--- src/rtl/b64lfe_pkg.sv ---
// Package for the line-framed base64 encoder.
// Holds widths, character codes, the command type passed from front to back,
// and the symbol lookup. No dependencies.
package b64lfe_pkg;

  localparam int POS_W       = 6;
  localparam int CHAR_W      = 7;
  localparam int QUEUE_DEPTH = 4;
  localparam int QPTR_W      = 2;

  localparam logic [CHAR_W-1:0] CH_S     = 7'h53;
  localparam logic [CHAR_W-1:0] CH_COLON = 7'h3A;
  localparam logic [CHAR_W-1:0] CH_PAD   = 7'h3D;
  localparam logic [CHAR_W-1:0] CH_NL    = 7'h0A;

  // Character slots of one command, in emission order.
  localparam logic [2:0] SLOT_PRE0 = 3'd0;
  localparam logic [2:0] SLOT_PRE1 = 3'd1;
  localparam logic [2:0] SLOT_PRE2 = 3'd2;
  localparam logic [2:0] SLOT_SYM0 = 3'd3;
  localparam logic [2:0] SLOT_SYM1 = 3'd4;
  localparam logic [2:0] SLOT_SYM2 = 3'd5;
  localparam logic [2:0] SLOT_SYM3 = 3'd6;
  localparam logic [2:0] SLOT_NL   = 3'd7;

  typedef struct packed {
    logic        prefix;     // line prefix comes first
    logic        group;      // four symbols follow
    logic [1:0]  nbytes;     // bytes present in the group, 1 to 3
    logic [23:0] word;       // group bytes, first byte on top
    logic        newline;    // line closes after this byte
    logic        last_line;  // the closing newline ends the stream
  } cmd_t;

  function automatic logic [CHAR_W-1:0] b64_sym(input logic [5:0] v);
    logic [CHAR_W-1:0] r;
    if (v < 6'd26) begin
      r = {1'b0, v} + 7'h41;
    end else if (v < 6'd52) begin
      r = {1'b0, v} + 7'h47;
    end else if (v < 6'd62) begin
      r = {1'b0, v} - 7'd4;
    end else if (v == 6'd62) begin
      r = 7'h2B;
    end else begin
      r = 7'h2F;
    end
    return r;
  endfunction

endpackage

--- src/rtl/b64lfe_if.sv ---
// Stream interfaces of the line-framed base64 encoder: byte input and
// character output, each a valid/ready channel. Depends on b64lfe_pkg.
interface b64lfe_byte_if;
  logic       valid;
  logic       ready;
  logic [7:0] data_byte;
  logic       final_byte;

  modport source (output valid, output data_byte, output final_byte, input ready);
  modport sink   (input valid, input data_byte, input final_byte, output ready);
endinterface

interface b64lfe_char_if;
  logic                          valid;
  logic                          ready;
  logic [b64lfe_pkg::CHAR_W-1:0] out_char;
  logic                          run_end;
  logic                          stream_end;

  modport source (output valid, output out_char, output run_end, output stream_end,
                  input ready);
  modport sink   (input valid, input out_char, input run_end, input stream_end,
                  output ready);
endinterface

--- src/rtl/b64lfe_front.sv ---
// Front end of the encoder: takes bytes, tracks the line position and the
// open group, and issues one command per byte that produces text.
// Depends on b64lfe_pkg and b64lfe_if.
module b64lfe_front #(
  parameter int BYTES_PER_LINE = 54
) (
  input  logic               clk,
  input  logic               rst,
  b64lfe_byte_if.sink        in_bytes,
  input  logic               q_full,
  output logic               push,
  output b64lfe_pkg::cmd_t   push_cmd
);

  localparam logic [b64lfe_pkg::POS_W-1:0] LINE_LEN = b64lfe_pkg::POS_W'(BYTES_PER_LINE);

  logic [b64lfe_pkg::POS_W-1:0] pos;
  logic [b64lfe_pkg::POS_W-1:0] pos_inc;
  logic [1:0]                   grp;
  logic [15:0]                  held;
  logic                         accept;
  logic                         line_done;
  logic [23:0]                  word;

  assign in_bytes.ready = !rst && !q_full;
  assign accept         = in_bytes.valid && in_bytes.ready;
  assign pos_inc        = pos + 1'b1;
  assign line_done      = in_bytes.final_byte || (pos_inc >= LINE_LEN);

  always_comb begin
    case (grp)
      2'd0:    word = {in_bytes.data_byte, 16'h0000};
      2'd1:    word = {held[15:8], in_bytes.data_byte, 8'h00};
      default: word = {held, in_bytes.data_byte};
    endcase
  end

  assign push = accept && ((pos == '0) || (grp == 2'd2) || line_done);

  always_comb begin
    push_cmd.prefix    = (pos == '0);
    push_cmd.group     = (grp == 2'd2) || line_done;
    push_cmd.nbytes    = grp + 2'd1;
    push_cmd.word      = word;
    push_cmd.newline   = line_done;
    push_cmd.last_line = in_bytes.final_byte;
  end

  always_ff @(posedge clk) begin
    if (rst) begin
      pos  <= '0;
      grp  <= '0;
      held <= '0;
    end else if (accept) begin
      if (line_done) begin
        pos  <= '0;
        grp  <= '0;
        held <= '0;
      end else begin
        pos <= pos_inc;
        case (grp)
          2'd0: begin
            grp  <= 2'd1;
            held <= {in_bytes.data_byte, 8'h00};
          end
          2'd1: begin
            grp  <= 2'd2;
            held <= {held[15:8], in_bytes.data_byte};
          end
          default: begin
            grp  <= 2'd0;
            held <= '0;
          end
        endcase
      end
    end
  end

endmodule

--- src/rtl/b64lfe_queue.sv ---
// Command queue between the front and back ends of the encoder.
// Small register file with read and write pointers. Depends on b64lfe_pkg.
module b64lfe_queue (
  input  logic             clk,
  input  logic             rst,
  input  logic             push,
  input  b64lfe_pkg::cmd_t push_cmd,
  output logic             full,
  input  logic             pop,
  output logic             head_valid,
  output b64lfe_pkg::cmd_t head_cmd
);

  b64lfe_pkg::cmd_t                mem [b64lfe_pkg::QUEUE_DEPTH];
  logic [b64lfe_pkg::QPTR_W-1:0]   wr_ptr;
  logic [b64lfe_pkg::QPTR_W-1:0]   rd_ptr;
  logic [b64lfe_pkg::QPTR_W:0]     count;

  assign full       = (count == (b64lfe_pkg::QPTR_W+1)'(b64lfe_pkg::QUEUE_DEPTH));
  assign head_valid = (count != '0);
  assign head_cmd   = mem[rd_ptr];

  always_ff @(posedge clk) begin
    if (push) begin
      mem[wr_ptr] <= push_cmd;
    end
  end

  always_ff @(posedge clk) begin
    if (rst) begin
      wr_ptr <= '0;
      rd_ptr <= '0;
      count  <= '0;
    end else begin
      if (push) begin
        wr_ptr <= wr_ptr + 1'b1;
      end
      if (pop) begin
        rd_ptr <= rd_ptr + 1'b1;
      end
      if (push && !pop) begin
        count <= count + 1'b1;
      end else if (pop && !push) begin
        count <= count - 1'b1;
      end
    end
  end

endmodule

--- src/rtl/b64lfe_back.sv ---
// Back end of the encoder: walks the head command's characters, one per cycle
// unless stalled, into a registered output stage; uses b64lfe_pkg, b64lfe_if.
module b64lfe_back (
  input  logic             clk,
  input  logic             rst,
  input  logic             head_valid,
  input  b64lfe_pkg::cmd_t head_cmd,
  output logic             pop,
  b64lfe_char_if.source    out_chars
);

  logic [7:0]                    present;
  logic [7:0]                    above;
  logic [2:0]                    slot;
  logic                          started;
  logic [2:0]                    cur;
  logic [2:0]                    first;
  logic [2:0]                    nxt;
  logic                          last;
  logic                          load;
  logic                          out_valid;
  logic [b64lfe_pkg::CHAR_W-1:0] ch;

  assign present = {head_cmd.newline, {4{head_cmd.group}}, {3{head_cmd.prefix}}};

  // Lowest present slot of a fresh command.
  always_comb begin
    first = b64lfe_pkg::SLOT_NL;
    for (int i = 7; i >= 0; i--) begin
      if (present[i]) begin
        first = 3'(i);
      end
    end
  end

  assign cur = started ? slot : first;

  always_comb begin
    nxt = b64lfe_pkg::SLOT_NL;
    for (int i = 7; i >= 0; i--) begin
      above[i] = present[i] && (3'(i) > cur);
      if (above[i]) begin
        nxt = 3'(i);
      end
    end
  end

  assign last = (above == '0);

  always_comb begin
    case (cur)
      b64lfe_pkg::SLOT_PRE0: ch = b64lfe_pkg::CH_S;
      b64lfe_pkg::SLOT_PRE1: ch = b64lfe_pkg::CH_S;
      b64lfe_pkg::SLOT_PRE2: ch = b64lfe_pkg::CH_COLON;
      b64lfe_pkg::SLOT_SYM0: ch = b64lfe_pkg::b64_sym(head_cmd.word[23:18]);
      b64lfe_pkg::SLOT_SYM1: ch = b64lfe_pkg::b64_sym(head_cmd.word[17:12]);
      b64lfe_pkg::SLOT_SYM2: ch = (head_cmd.nbytes > 2'd1) ?
                                  b64lfe_pkg::b64_sym(head_cmd.word[11:6]) :
                                  b64lfe_pkg::CH_PAD;
      b64lfe_pkg::SLOT_SYM3: ch = (head_cmd.nbytes > 2'd2) ?
                                  b64lfe_pkg::b64_sym(head_cmd.word[5:0]) :
                                  b64lfe_pkg::CH_PAD;
      default:               ch = b64lfe_pkg::CH_NL;
    endcase
  end

  assign load            = head_valid && (!out_valid || out_chars.ready);
  assign pop             = load && last;
  assign out_chars.valid = out_valid;

  always_ff @(posedge clk) begin
    if (rst) begin
      out_valid <= 1'b0;
      started   <= 1'b0;
      slot      <= '0;
    end else begin
      if (load) begin
        out_valid <= 1'b1;
        started   <= !last;
        slot      <= nxt;
      end else if (out_chars.ready) begin
        out_valid <= 1'b0;
      end
    end
  end

  always_ff @(posedge clk) begin
    if (load) begin
      out_chars.out_char   <= ch;
      out_chars.run_end    <= last;
      out_chars.stream_end <= (cur == b64lfe_pkg::SLOT_NL) && head_cmd.last_line;
    end
  end

endmodule

--- src/rtl/base64_line_framed_encoder_core.sv ---
// Top level of the line-framed base64 encoder: front end, command queue and
// back end. Depends on b64lfe_pkg, b64lfe_if and the three submodules.
//
//   channel    direction  payload                             transfer when
//   in_bytes   in         data_byte[7:0], final_byte          valid && ready
//   out_chars  out        out_char[6:0], run_end, stream_end  valid && ready
//
// The back end emits one character per cycle, unless out_chars stalls, from
// a registered output stage; a full line of 54 bytes yields 76 characters.
// The front end takes a byte in every cycle while the four-entry command
// queue has room; bytes that only fill an open group take no queue entry.
// Reset (rst, synchronous) clears the line position, the held group bytes,
// the queue and the output stage; the block is ready the cycle after.
// A stall on out_chars holds the current character and fills the queue,
// after which in_bytes.ready drops until a command drains.
module base64_line_framed_encoder_core #(
  parameter int BYTES_PER_LINE = 54
) (
  input  logic          clk,
  input  logic          rst,
  b64lfe_byte_if.sink   in_bytes,
  b64lfe_char_if.source out_chars
);

  logic             push;
  logic             pop;
  logic             q_full;
  logic             head_valid;
  b64lfe_pkg::cmd_t push_cmd;
  b64lfe_pkg::cmd_t head_cmd;

  // Front end: classifies each byte into prefix, group and newline work.
  b64lfe_front #(
    .BYTES_PER_LINE(BYTES_PER_LINE)
  ) u_front (
    .clk      (clk),
    .rst      (rst),
    .in_bytes (in_bytes),
    .q_full   (q_full),
    .push     (push),
    .push_cmd (push_cmd)
  );

  // Decoupling queue so that either side can stall on its own.
  b64lfe_queue u_queue (
    .clk        (clk),
    .rst        (rst),
    .push       (push),
    .push_cmd   (push_cmd),
    .full       (q_full),
    .pop        (pop),
    .head_valid (head_valid),
    .head_cmd   (head_cmd)
  );

  // Back end: serializes each command into characters.
  b64lfe_back u_back (
    .clk        (clk),
    .rst        (rst),
    .head_valid (head_valid),
    .head_cmd   (head_cmd),
    .pop        (pop),
    .out_chars  (out_chars)
  );

endmodule

--- src/flat_wrapper.sv ---
// flat-port wrapper written by rule: the top's interface ports become plain ports
module base64_line_framed_encoder_core_flat 
#(
  parameter int BYTES_PER_LINE = 54
)
  (clk, rst, in_bytes_valid, in_bytes_data_byte, in_bytes_final_byte, in_bytes_ready, out_chars_valid, out_chars_out_char, out_chars_run_end, out_chars_stream_end, out_chars_ready);
  b64lfe_byte_if in_bytes_i ();
  b64lfe_char_if out_chars_i ();
  input  logic clk;
  input  logic rst;
  input wire logic [$bits(in_bytes_i.valid)-1:0] in_bytes_valid;
  input wire logic [$bits(in_bytes_i.data_byte)-1:0] in_bytes_data_byte;
  input wire logic [$bits(in_bytes_i.final_byte)-1:0] in_bytes_final_byte;
  output wire logic [$bits(in_bytes_i.ready)-1:0] in_bytes_ready;
  output wire logic [$bits(out_chars_i.valid)-1:0] out_chars_valid;
  output wire logic [$bits(out_chars_i.out_char)-1:0] out_chars_out_char;
  output wire logic [$bits(out_chars_i.run_end)-1:0] out_chars_run_end;
  output wire logic [$bits(out_chars_i.stream_end)-1:0] out_chars_stream_end;
  input wire logic [$bits(out_chars_i.ready)-1:0] out_chars_ready;
  assign in_bytes_i.valid = in_bytes_valid;
  assign in_bytes_i.data_byte = in_bytes_data_byte;
  assign in_bytes_i.final_byte = in_bytes_final_byte;
  assign in_bytes_ready = in_bytes_i.ready;
  assign out_chars_valid = out_chars_i.valid;
  assign out_chars_out_char = out_chars_i.out_char;
  assign out_chars_run_end = out_chars_i.run_end;
  assign out_chars_stream_end = out_chars_i.stream_end;
  assign out_chars_i.ready = out_chars_ready;
  base64_line_framed_encoder_core #(.BYTES_PER_LINE(BYTES_PER_LINE)) u_core (.clk(clk), .rst(rst), .in_bytes(in_bytes_i), .out_chars(out_chars_i));
endmodule
--- config.mk ---
export PLATFORM = sky130hd
export DESIGN_NAME = base64_line_framed_encoder_core_flat
export DESIGN_NICKNAME = d
export VERILOG_FILES = /design/src/rtl/b64lfe_pkg.sv /design/src/rtl/b64lfe_if.sv /design/src/rtl/b64lfe_front.sv /design/src/rtl/b64lfe_queue.sv /design/src/rtl/b64lfe_back.sv /design/src/rtl/base64_line_framed_encoder_core.sv /design/src/flat_wrapper.sv
export SDC_FILE = /design/constraint.sdc
export NUM_CORES = 1
export LEC_CHECK = 0
export BUFFER_PORTS_ARGS = -buffer_cell sky130_fd_sc_hd__buf_4
export CAP_MARGIN = 10
export CORE_MARGIN = 2
export CORE_UTILIZATION = 41
export CTS_BUF_LIST = sky130_fd_sc_hd__clkbuf_2 sky130_fd_sc_hd__clkbuf_4 sky130_fd_sc_hd__clkbuf_8
export CTS_CLUSTER_DIAMETER = 40
export DETAILED_ROUTE_END_ITERATION = 8
export HOLD_SLACK_MARGIN = 0.1
export PLACE_DENSITY_LB_ADDON = 0.05
export SETUP_SLACK_MARGIN = 0.05
export SLEW_MARGIN = 20
export SYNTH_ARGS = -nofsm -noshare
export SYNTH_HDL_FRONTEND = slang
export SYNTH_SLANG_ARGS = --single-unit
--- constraint.sdc ---
create_clock -name clk -period 4.11 [get_ports clk]
set_input_delay 0.822 -clock clk [delete_from_list [all_inputs] [get_ports clk]]
set_output_delay 0.822 -clock clk [all_outputs]
set_load 0.01 [all_outputs]
# Word-level counts from Yosys, hierarchy flattened
# Memories as Yosys holds them, arrays and structs flattened. A register that Yosys moved wholly into a read port is not among the register bits.
# Index checks and enable logic that the tools add are counted.
[classes]
addsub = 18
n_lt_le_gt_ge = 23
eq_ne = 15
muxes = 43
reduce_logical = 36
[ops]
columns = ["op", "count"]
rows = [
  ["$mux W7", 14],
  ["$add A6 B7 Y7 const B", 8],
  ["$lt A6 B6 Y1 const B", 8],
  ["$pmux W24 S2", 1],
  ["$mux W3", 15],
  ["$pmux W7 S6", 1],
  ["$pmux W16 S2", 1],
  ["$sub A6 B3 Y7 const B", 4],
  ["$eq A6 B6 Y1 const B", 4],
  ["$lt A6 B5 Y1 const B", 4],
  ["$logic_and A1 B1 Y1", 16],
  ["$mux W16", 1],
  ["$eq A3 B3 Y1 const B", 5],
  ["$gt A3 B3 Y1 const A", 4],
  ["$logic_not A8 Y1", 1],
  ["$add A2 B1 Y2 const B", 3],
  ["$add A6 B1 Y6 const B", 1],
  ["$eq A3 B2 Y1 const B", 2],
  ["$ge A6 B6 Y1 const B", 1],
  ["$gt A1 B3 Y1 const A", 2],
  ["$gt A2 B3 Y1 const A", 2],
  ["$logic_not A1 Y1", 6],
  ["$logic_not A6 Y1", 1],
  ["$mux W2", 3],
  ["18 further kinds", 27],
]
[totals]
reg_bits = 45
mem_bits_rw = 120
in_bits = 13
output_inout_bits = 11
mem_count = 1
[memory_table]
columns = ["memory", "words", "word_bits", "rd", "rd_ports_with_merged_regs", "write_ports", "line", "source"]
rows = [
  ["u_core.u_queue.mem", 4, 30, 1, 1, 1, "b64lfe_queue.sv:14", "b64lfe_pkg::cmd_t mem [b64lfe_pkg::QUEUE_DEPTH];"],
]

# Depth between registers and ports, before layout
# Gate-level depths: netlist (run 1).
[logic_depth]
word_depth = 12
ltp_mapped = 14
depth_no_buf = 14

# Cells and area by module
# Synthesis (run 1) repeated with hierarchy kept, for this count alone.
[hier_totals]
hier_cells = 696
hier_area_um2 = 8499.4
[modules_own_cells]
columns = ["mod", "n_inst", "cells_per_inst", "area_each_um2", "seq_area_each_um2"]
rows = [
  ["b64lfe_queue", 1, 200, 4758.3, 3783.6],
  ["b64lfe_back", 1, 320, 2267.2, 370.4],
  ["b64lfe_front", 1, 176, 1473.9, 480.5],
]

# Worst setup path before layout (run 1)
# No wires, ideal clock.
[synth_path]
path_kind = "register -> register"
startpoint = "reg with a tool-made name"
endpoint = "reg u_core.u_back.out_chars.out_char[5], data pin"
arrival_ns = 3.199
required_ns = 3.845
path_slack_ns = 0.646
stages_incl_launch_ff = 13
path_buffers = 3
period_less_slack_ns = 3.464
cell_sequence = "dfxtp_1 buf_6 buf_4 buf_6 mux4_2 ha_1 or2_2 o211ai_1 nor2b_1 mux2_1 o21ai_0 o21ai_0 or3_1"
[synth_lines]
columns = ["element", "line", "source"]
rows = [
  ["to (signal assigned)", "b64lfe_back.sv:89", "out_chars.out_char <= ch;"],
  ["to (decl)", "b64lfe_if.sv:20", "modport source (output valid, output out_char, output run_end, output stream_end,"],
]

# Worst setup path after layout (run 1)
[layout_path]
startpoint = "reg u_core.u_front.pos[0] (netlist bit)"
endpoint = "reg u_core.u_queue.count[2] (netlist bit)"
[layout_via]
elab_chain_cells = 8
elab_cells_between_ends = 12
classes_between = "1 x add/sub; 1 x order compare; 1 x mux; 9 x reduce/logical"
[layout_rtl]
columns = ["element", "line", "source"]
rows = [
  ["from (decl)", "b64lfe_front.sv:17", "logic [b64lfe_pkg::POS_W-1:0] pos;"],
  ["from (signal assigned)", "b64lfe_front.sv:60", "pos <= pos_inc;"],
  ["$add A6 B1 Y6", "b64lfe_front.sv:27", "assign pos_inc = pos + 1'b1;"],
  ["$ge A6 B6 Y1", "b64lfe_front.sv:28", "assign line_done = in_bytes.final_byte || (pos_inc >= LINE_LEN);"],
  ["$logic_or A1 B1 Y1", "b64lfe_front.sv:28", ""],
  ["$logic_or A1 B1 Y1 (*)", "b64lfe_front.sv:38", "assign push = accept && ((pos == '0) || (grp == 2'd2) || line_done);"],
  ["$logic_and A1 B1 Y1 (*)", "b64lfe_front.sv:38", ""],
  ["net u_core.push", "base64_line_framed_encoder_core.sv:25", "logic push;"],
  ["$logic_not A1 Y1", "b64lfe_queue.sv:43", "end else if (pop && !push) begin"],
  ["$logic_and A1 B1 Y1", "b64lfe_queue.sv:43", ""],
  ["$reduce_bool A2 Y1 (no source line)", "n/a", ""],
  ["to (signal assigned)", "b64lfe_queue.sv:42", "count <= count + 1'b1;"],
  ["to (signal assigned)", "b64lfe_queue.sv:44", "count <= count - 1'b1;"],
  ["to (decl)", "b64lfe_queue.sv:17", "logic [b64lfe_pkg::QPTR_W:0] count;"],
]
# The timed path passes the listed nets; every way through them passes the cells marked *.
# A chain may end at the register's enable or synchronous reset.

==> results of run 1 <==
-- worst min-delay path by stage --
stage,start,to,slack (ps),depth (start not counted)
finish,u_core.u_front.held[10],u_core.u_front.held[10],470,1
global route,u_core.u_front.held[3],u_core.u_front.held[3],490,1
CTS,u_core.u_back.out_chars.valid,u_core.u_back.out_chars.valid,480,2
detailed placement,u_core.u_front.held[3],u_core.u_front.held[3],460,1
global placement,u_core.u_front.held[4],u_core.u_front.held[4],450,1
floorplan,u_core.u_front.held[0],u_core.u_front.held[0],440,1
-- flip-flops by register name, indices dropped and copies added (netlist names), 2 cells and up, named ones only --
name                              count
u_core.u_back.out_chars.out_char      7
u_core.u_back.slot                    3
u_core.u_front.grp                    2
u_core.u_front.held                  16
u_core.u_front.pos                    6
u_core.u_queue.count                  3
u_core.u_queue.mem                  120
u_core.u_queue.rd_ptr                 2
u_core.u_queue.wr_ptr                 2
-- area by class of cell --
type	instances	area, µm²
Fill cell	1842	10800
Sequential cell	167	4640
Multi-Input combinational cell	438	3400
Tap cell	270	338
Timing Repair Buffer	37	278
Clock buffer	17	234
Clock inverter	15	200
Inverter	33	124
-- metal layers --
metal | vias up | global-route usage | part of all wire
met5 | - | 0 | 0
met4 | 0 | 0.0650 | 0.020
met3 | 20 | 0.0319 | 0.035
met2 | 140 | 0.287 | 0.47
met1 | 2737 | 0.254 | 0.48
li1 | 2638 | - | -
-- report_power, final --
| part | switching, µW | internal, µW |
|---|---|---|
| Combinational | 416 | 264 |
| Clock | 602 | 666 |
| Sequential | 62.9 | 1940 |
| Total | 1080 | 2870 |
-- through the flow --
stage           util  std cells  hold WS [ps]  setup slack (ps)
6_report       0.459        977           474               665
5_1_grt        0.459        977           487               306
4_1_cts        0.459        977           476               686
3_5_place_dp   0.438        945           455               723
3_3_place_gp   0.438        945           449               773
2_1_floorplan      -        667           442               646
-- synthesized netlist by cell type (all sizes together) (16+ instances only) --
cell type and count:
a21oi 35, a32o 16, and2 17, dfxtp 38
edfxtp 129, ha 32, inv 32, mux4 31
nand2 48, nand3 18, nor2 38, nor3 17
o21ai 35
-- kinds of logic (layout without fill, tap and decap cells) --
family | after synthesis | count (layout) | share of synthesized area
muxes | 38 | 38 | 0.0929
AOI/OAI and AO/OA | 167 | 167 | 0.138
DFF | 167 | 167 | 0.558
xor gates and xnor gates | 14 | 14 | 0.0148
and+or+nand+nor | 186 | 186 | 0.113
buffers and inverters | 62 | 102 | 0.0327
adders and majority gates | 33 | 33 | 0.0507
-- worst reg2reg max path: stages, from the launching register on --
cell and delay (ps):
dfxtp_1 410, inv_1 80, ha_1 330, o21ai_0 180
a21oi_1 90, o31ai_1 270, a31oi_1 120, buf_4 170
or3_1 420, o21a_1 300, ha_1 230, inv_1 80
fa_1 170, xor2_1 70, or3_1 310, a21oi_1 140
==> impl_metrics.json, run 1 <==
{
  "arrival_ps": 3820,
  "maxCapViolations": 0,
  "place_congestion": 0.839,
  "finalCritPeriodShare": 0.838,
  "port_buffers": 23,
  "overflow": 0,
  "ys.flop_type": "edfxtp_1",
  "cts_tree": "built",
  "insertion_delay_ps": 450,
  "core_um2": 20000,
  "r2r_end": "u_core.u_queue.count[2]",
  "total_power_uw": 3950,
  "vdd_drop_max_mv": 0.201,
  "async_flop_share": 0,
  "htreeDepth": 4,
  "fp.dieH_um": 146,
  "globalRouteTotalUtil": 0.182,
  "layout_common_cells": "edfxtp_1, nand2_1, nor2_1, dfxtp_1, buf_4",
  "critPathKind": "register to register",
  "tightest_slew_ps": 766,
  "ant_nets": 0,
  "worstRegToRegCells": 15,
  "endpoint": "u_core.u_queue.count[2]",
  "r2r_slack_ps": 660,
  "grt_max_degree": 31,
  "rows": 52,
  "finish.instance_area_um2": 9210,
  "fin_nets": 740,
  "cpPeakStageDelay_ps": 420,
  "max_freq_mhz": 290,
  "die_w_um": 146,
  "via_count": 5535,
  "path_delay_family": "compound AO/OA/AOI/OAI gates",
  "synth_edf_count": 129,
  "syn_avg_cell_area_um2": 12.4,
  "rsz0062_at_grt": "no",
  "critical_path_buf_inv_count": 3,
  "final_max_slew_viol_count": 0,
  "hold_violations": 0,
  "routed_wl_mm": 18.7,
  "hold_path_class": "register to register",
  "post_cts_buffers": 0,
  "place_area_um2": 8770,
  "cts_root_buf": "clkbuf_8",
  "postCtsHoldBufs": 0,
  "rr_startpoint": "u_core.u_front.pos[0]",
  "dr.pass1.iters": 5,
  "syn-cell-area_um2": 8300,
  "path_cells": "inv_1, ha_1, o21ai_0, a21oi_1, o31ai_1, a31oi_1, buf_4, or3_1, o21a_1, ha_1, inv_1, fa_1, xor2_1, or3_1, a21oi_1",
  "grt_pass1_vias": 5423,
  "ys_seq_area_frac": 0.558,
  "setup_viol": 0,
  "synthTopCellsByArea": "edfxtp_1, dfxtp_1, mux4_2, ha_1, nand2_1",
  "areaGrowthSynthToFinish_pct": 10.9,
  "route.detailed.drc": 0,
  "ys_warn_count": 0,
  "antenna_found_initial": 0,
  "worst-path-stages": 15,
  "synth.largest_area_cell": "edfxtp_1",
  "synth_top_cell_area_share": 0.467,
  "mostFrequentLayoutCell": "edfxtp_1",
  "ys_ff_latch": 167,
  "clkTransAtPathRegs_ps": 90,
  "synth_fp_nets": 713,
  "start_util": 0.414,
  "avgRoutedWirePerCell_um": 19.1,
  "worst_setup_path_start_kind": "register",
  "drt_iter0_drc": 330,
  "synth_cell_types": 64,
  "run_status": "completed",
  "required_ps": 4490,
  "clkSinkCount": 167,
  "viasPerCell": 5.67,
  "numCtsBuffers": 17,
  "endpoint_kind": "register",
  "grt_pass1_wl_mm": 29.9,
  "startpoint": "u_core.u_front.pos[0]",
  "cts.repair.resized": 0,
  "drive_gt1_frac": 0.150,
  "setup_tns_ps": 0,
  "critPathSlowestCell": "or3_1",
  "n_antenna_cell": 0,
  "relSlewSlack": 0.484,
  "period_needed_ps": 3450,
  "synthCells": 667,
  "power.density_nw_per_um2": 429,
  "cts.path.max_buffers": 2,
  "p_leak_uw": 0.00317,
  "fin_worst_skew_ps": 15.3,
  "dp_hpwl_mm": 13.5,
  "die-area_um2": 21400,
  "crit_path_max_fanout": 8,
  "pin_count": 24
}
(Power assumes the default switching activity.)
==> inputs of run 2 (changes only) <==
Clock period 4.11 ns to 3.4 ns, I/O delays scaled along.
==> impl_metrics.json, run 2 (same netlist as run 1, synthesis figures left out) <==
{
  "routed_wl_mm": 18.7,
  "port_buffers": 23,
  "p_switching_uw": 1340,
  "die_w_um": 146,
  "n_antenna_cell": 0,
  "dp_hpwl_mm": 13.6,
  "post_cts_buffers": 0,
  "place_congestion": 0.880,
  "core_um2": 20000,
  "worst_setup_path_start_kind": "register",
  "hold_start": "u_core.u_front.held[2]",
  "grt_pass1_vias": 5589,
  "hold_path_class": "register to register",
  "globalRouteTotalUtil": 0.182,
  "mostFrequentLayoutCell": "edfxtp_1",
  "die-area_um2": 21400,
  "fin_nets": 758,
  "overflow": 0,
  "rows": 52,
  "rsz0062_at_grt": "no",
  "fin_worst_skew_ps": 24.8,
  "vdd_drop_max_mv": 0.228,
  "ant_nets": 0,
  "worstRegToRegCells": 12,
  "arrival_ps": 3330,
  "critPathKind": "register to register",
  "p_leak_uw": 0.00325,
  "fp.dieH_um": 146,
  "insertion_delay_ps": 460,
  "setup_viol": 0,
  "run_status": "completed",
  "min_to": "u_core.u_front.held[2]",
  "maxCapViolations": 0,
  "pin_count": 24,
  "finalCritPeriodShare": 0.923,
  "power.density_nw_per_um2": 496,
  "seq_power_share": 0.522,
  "drt_iter0_drc": 377,
  "cts.path.max_buffers": 2,
  "combPwrFrac": 0.186,
  "r2r_end": "u_core.u_back.out_chars.out_char[4]",
  "hold_violations": 0,
  "reg_top3": "u_core.u_queue.mem: 120 flops, u_core.u_front.held: 16 flops, u_core.u_back.out_chars.out_char: 7 flops",
  "start_util": 0.414,
  "via_count": 5610,
  "total_power_uw": 4630,
  "clockPowerShare": 0.292,
  "crit_path_max_fanout": 11,
  "drive_gt1_frac": 0.177,
  "hold_slack_ps": 475,
  "numCtsBuffers": 17,
  "antenna_found_initial": 0,
  "grt_pass1_wl_mm": 30.0,
  "worstHoldPathCells": 1,
  "clkSinkCount": 167,
  "clkTransAtPathRegs_ps": 90,
  "internal_power_uw": 3280,
  "route.detailed.drc": 0,
  "tightest_slew_ps": 763,
  "viasPerCell": 5.64,
  "nFillCells": 1859,
  "endpoint_kind": "register",
  "layout_common_cells": "edfxtp_1, buf_4, nand2_1, nor2_1, dfxtp_1",
  "max_freq_mhz": 319,
  "largest_register": "u_core.u_queue.mem",
  "areaGrowthSynthToFinish_pct": 12.3,
  "htreeDepth": 4,
  "dr.pass1.iters": 5,
  "largest_register_ffs": 120,
  "required_ps": 3590,
  "cts_root_buf": "clkbuf_8",
  "p_sw_frac": 0.290,
  "grt_max_degree": 26,
  "setup_tns_ps": 0,
  "period_needed_ps": 3140,
  "relSlewSlack": 0.486,
  "avgRoutedWirePerCell_um": 18.8,
  "final_max_slew_viol_count": 0,
  "cts_tree": "built",
  "r2r_slack_ps": 260
}
==> run 2: cell types whose count changed in the layout (fill, tap and decap cells not counted), sizes merged <==
| cell | previous run | this run |
|---|---|---|
| buf | 37 | 55 |
| inv | 35 | 39 |
| bufinv | 4 | 1 |
| clkinv | 8 | 7 |
==> run 2: stage by stage <==
step           cells  utilization  area (µm²)  setup slack (ps)
3_5_place_dp     963        0.446        8940               272
5_1_grt          995        0.465        9320              68.9
2_1_floorplan    667            -        8310              54.5
6_report         995        0.465        9320               262
3_3_place_gp     963        0.446        8940               309
4_1_cts          995        0.465        9320               236
==> run 2: timing repair <==
action                                  CTS  global route
gates resized for setup                   0             2
endpoints found under the setup margin    0             1
hold buffers                              0             0
==> run 2: critical path, stage by stage, from the launching register on <==
cell	delay (ps)
dfxtp_2	480
buf_12	190
mux4_2	570
inv_1	130
ha_1	190
inv_1	60
and3_1	150
buf_4	160
o31ai_1	240
a211oi_1	110
a2111oi_0	340
buf_4	180
nand4_1	80
==> run 2: final cells by class <==
| cell class | instances | area (µm²) | area share |
|---|---|---|---|
| clock inverter | 15 | 140 | 0.0150 |
| sequential | 167 | 4640 | 0.497 |
| timing repair buffer | 55 | 438 | 0.0470 |
| multi-input combinational | 438 | 3410 | 0.366 |
| clock buffer | 17 | 234 | 0.0251 |
| tap | 270 | 338 | 0.0362 |
| inverter | 33 | 124 | 0.0133 |
==> run 2: routing by layer <==
layer | track usage | routed length, µm | vias up
li1 | - | - | 2672
met1 | 0.257 | 9130 | 2762
met2 | 0.285 | 8580 | 143
met3 | 0.0328 | 592 | 33
met4 | 0.0665 | 403 | 0
met5 | 0 | 0 | -
==> run 2: worst max path at each step <==
stage                                                     end  slack (ps)                   from
after floorplan           u_core.u_back.out_chars.out_char[5]          50               register
after global placement    u_core.u_back.out_chars.out_char[5]         310               register
after global routing      u_core.u_back.out_chars.out_char[4]          70               register
after CTS                             u_core.u_queue.count[2]         240  u_core.u_front.pos[0]
after detailed placement              u_core.u_queue.count[2]         270  u_core.u_front.pos[0]
final                     u_core.u_back.out_chars.out_char[4]         260               register
==> run 2: power groups by stage <==
stage	clock network [µW]	logic [µW]	registers (µW)
floorplan	0	579	2440
global placement	0	850	2460
detailed placement	0	860	2460
CTS	1390	862	2420
global route	1480	956	2430
finish	1350	860	2420
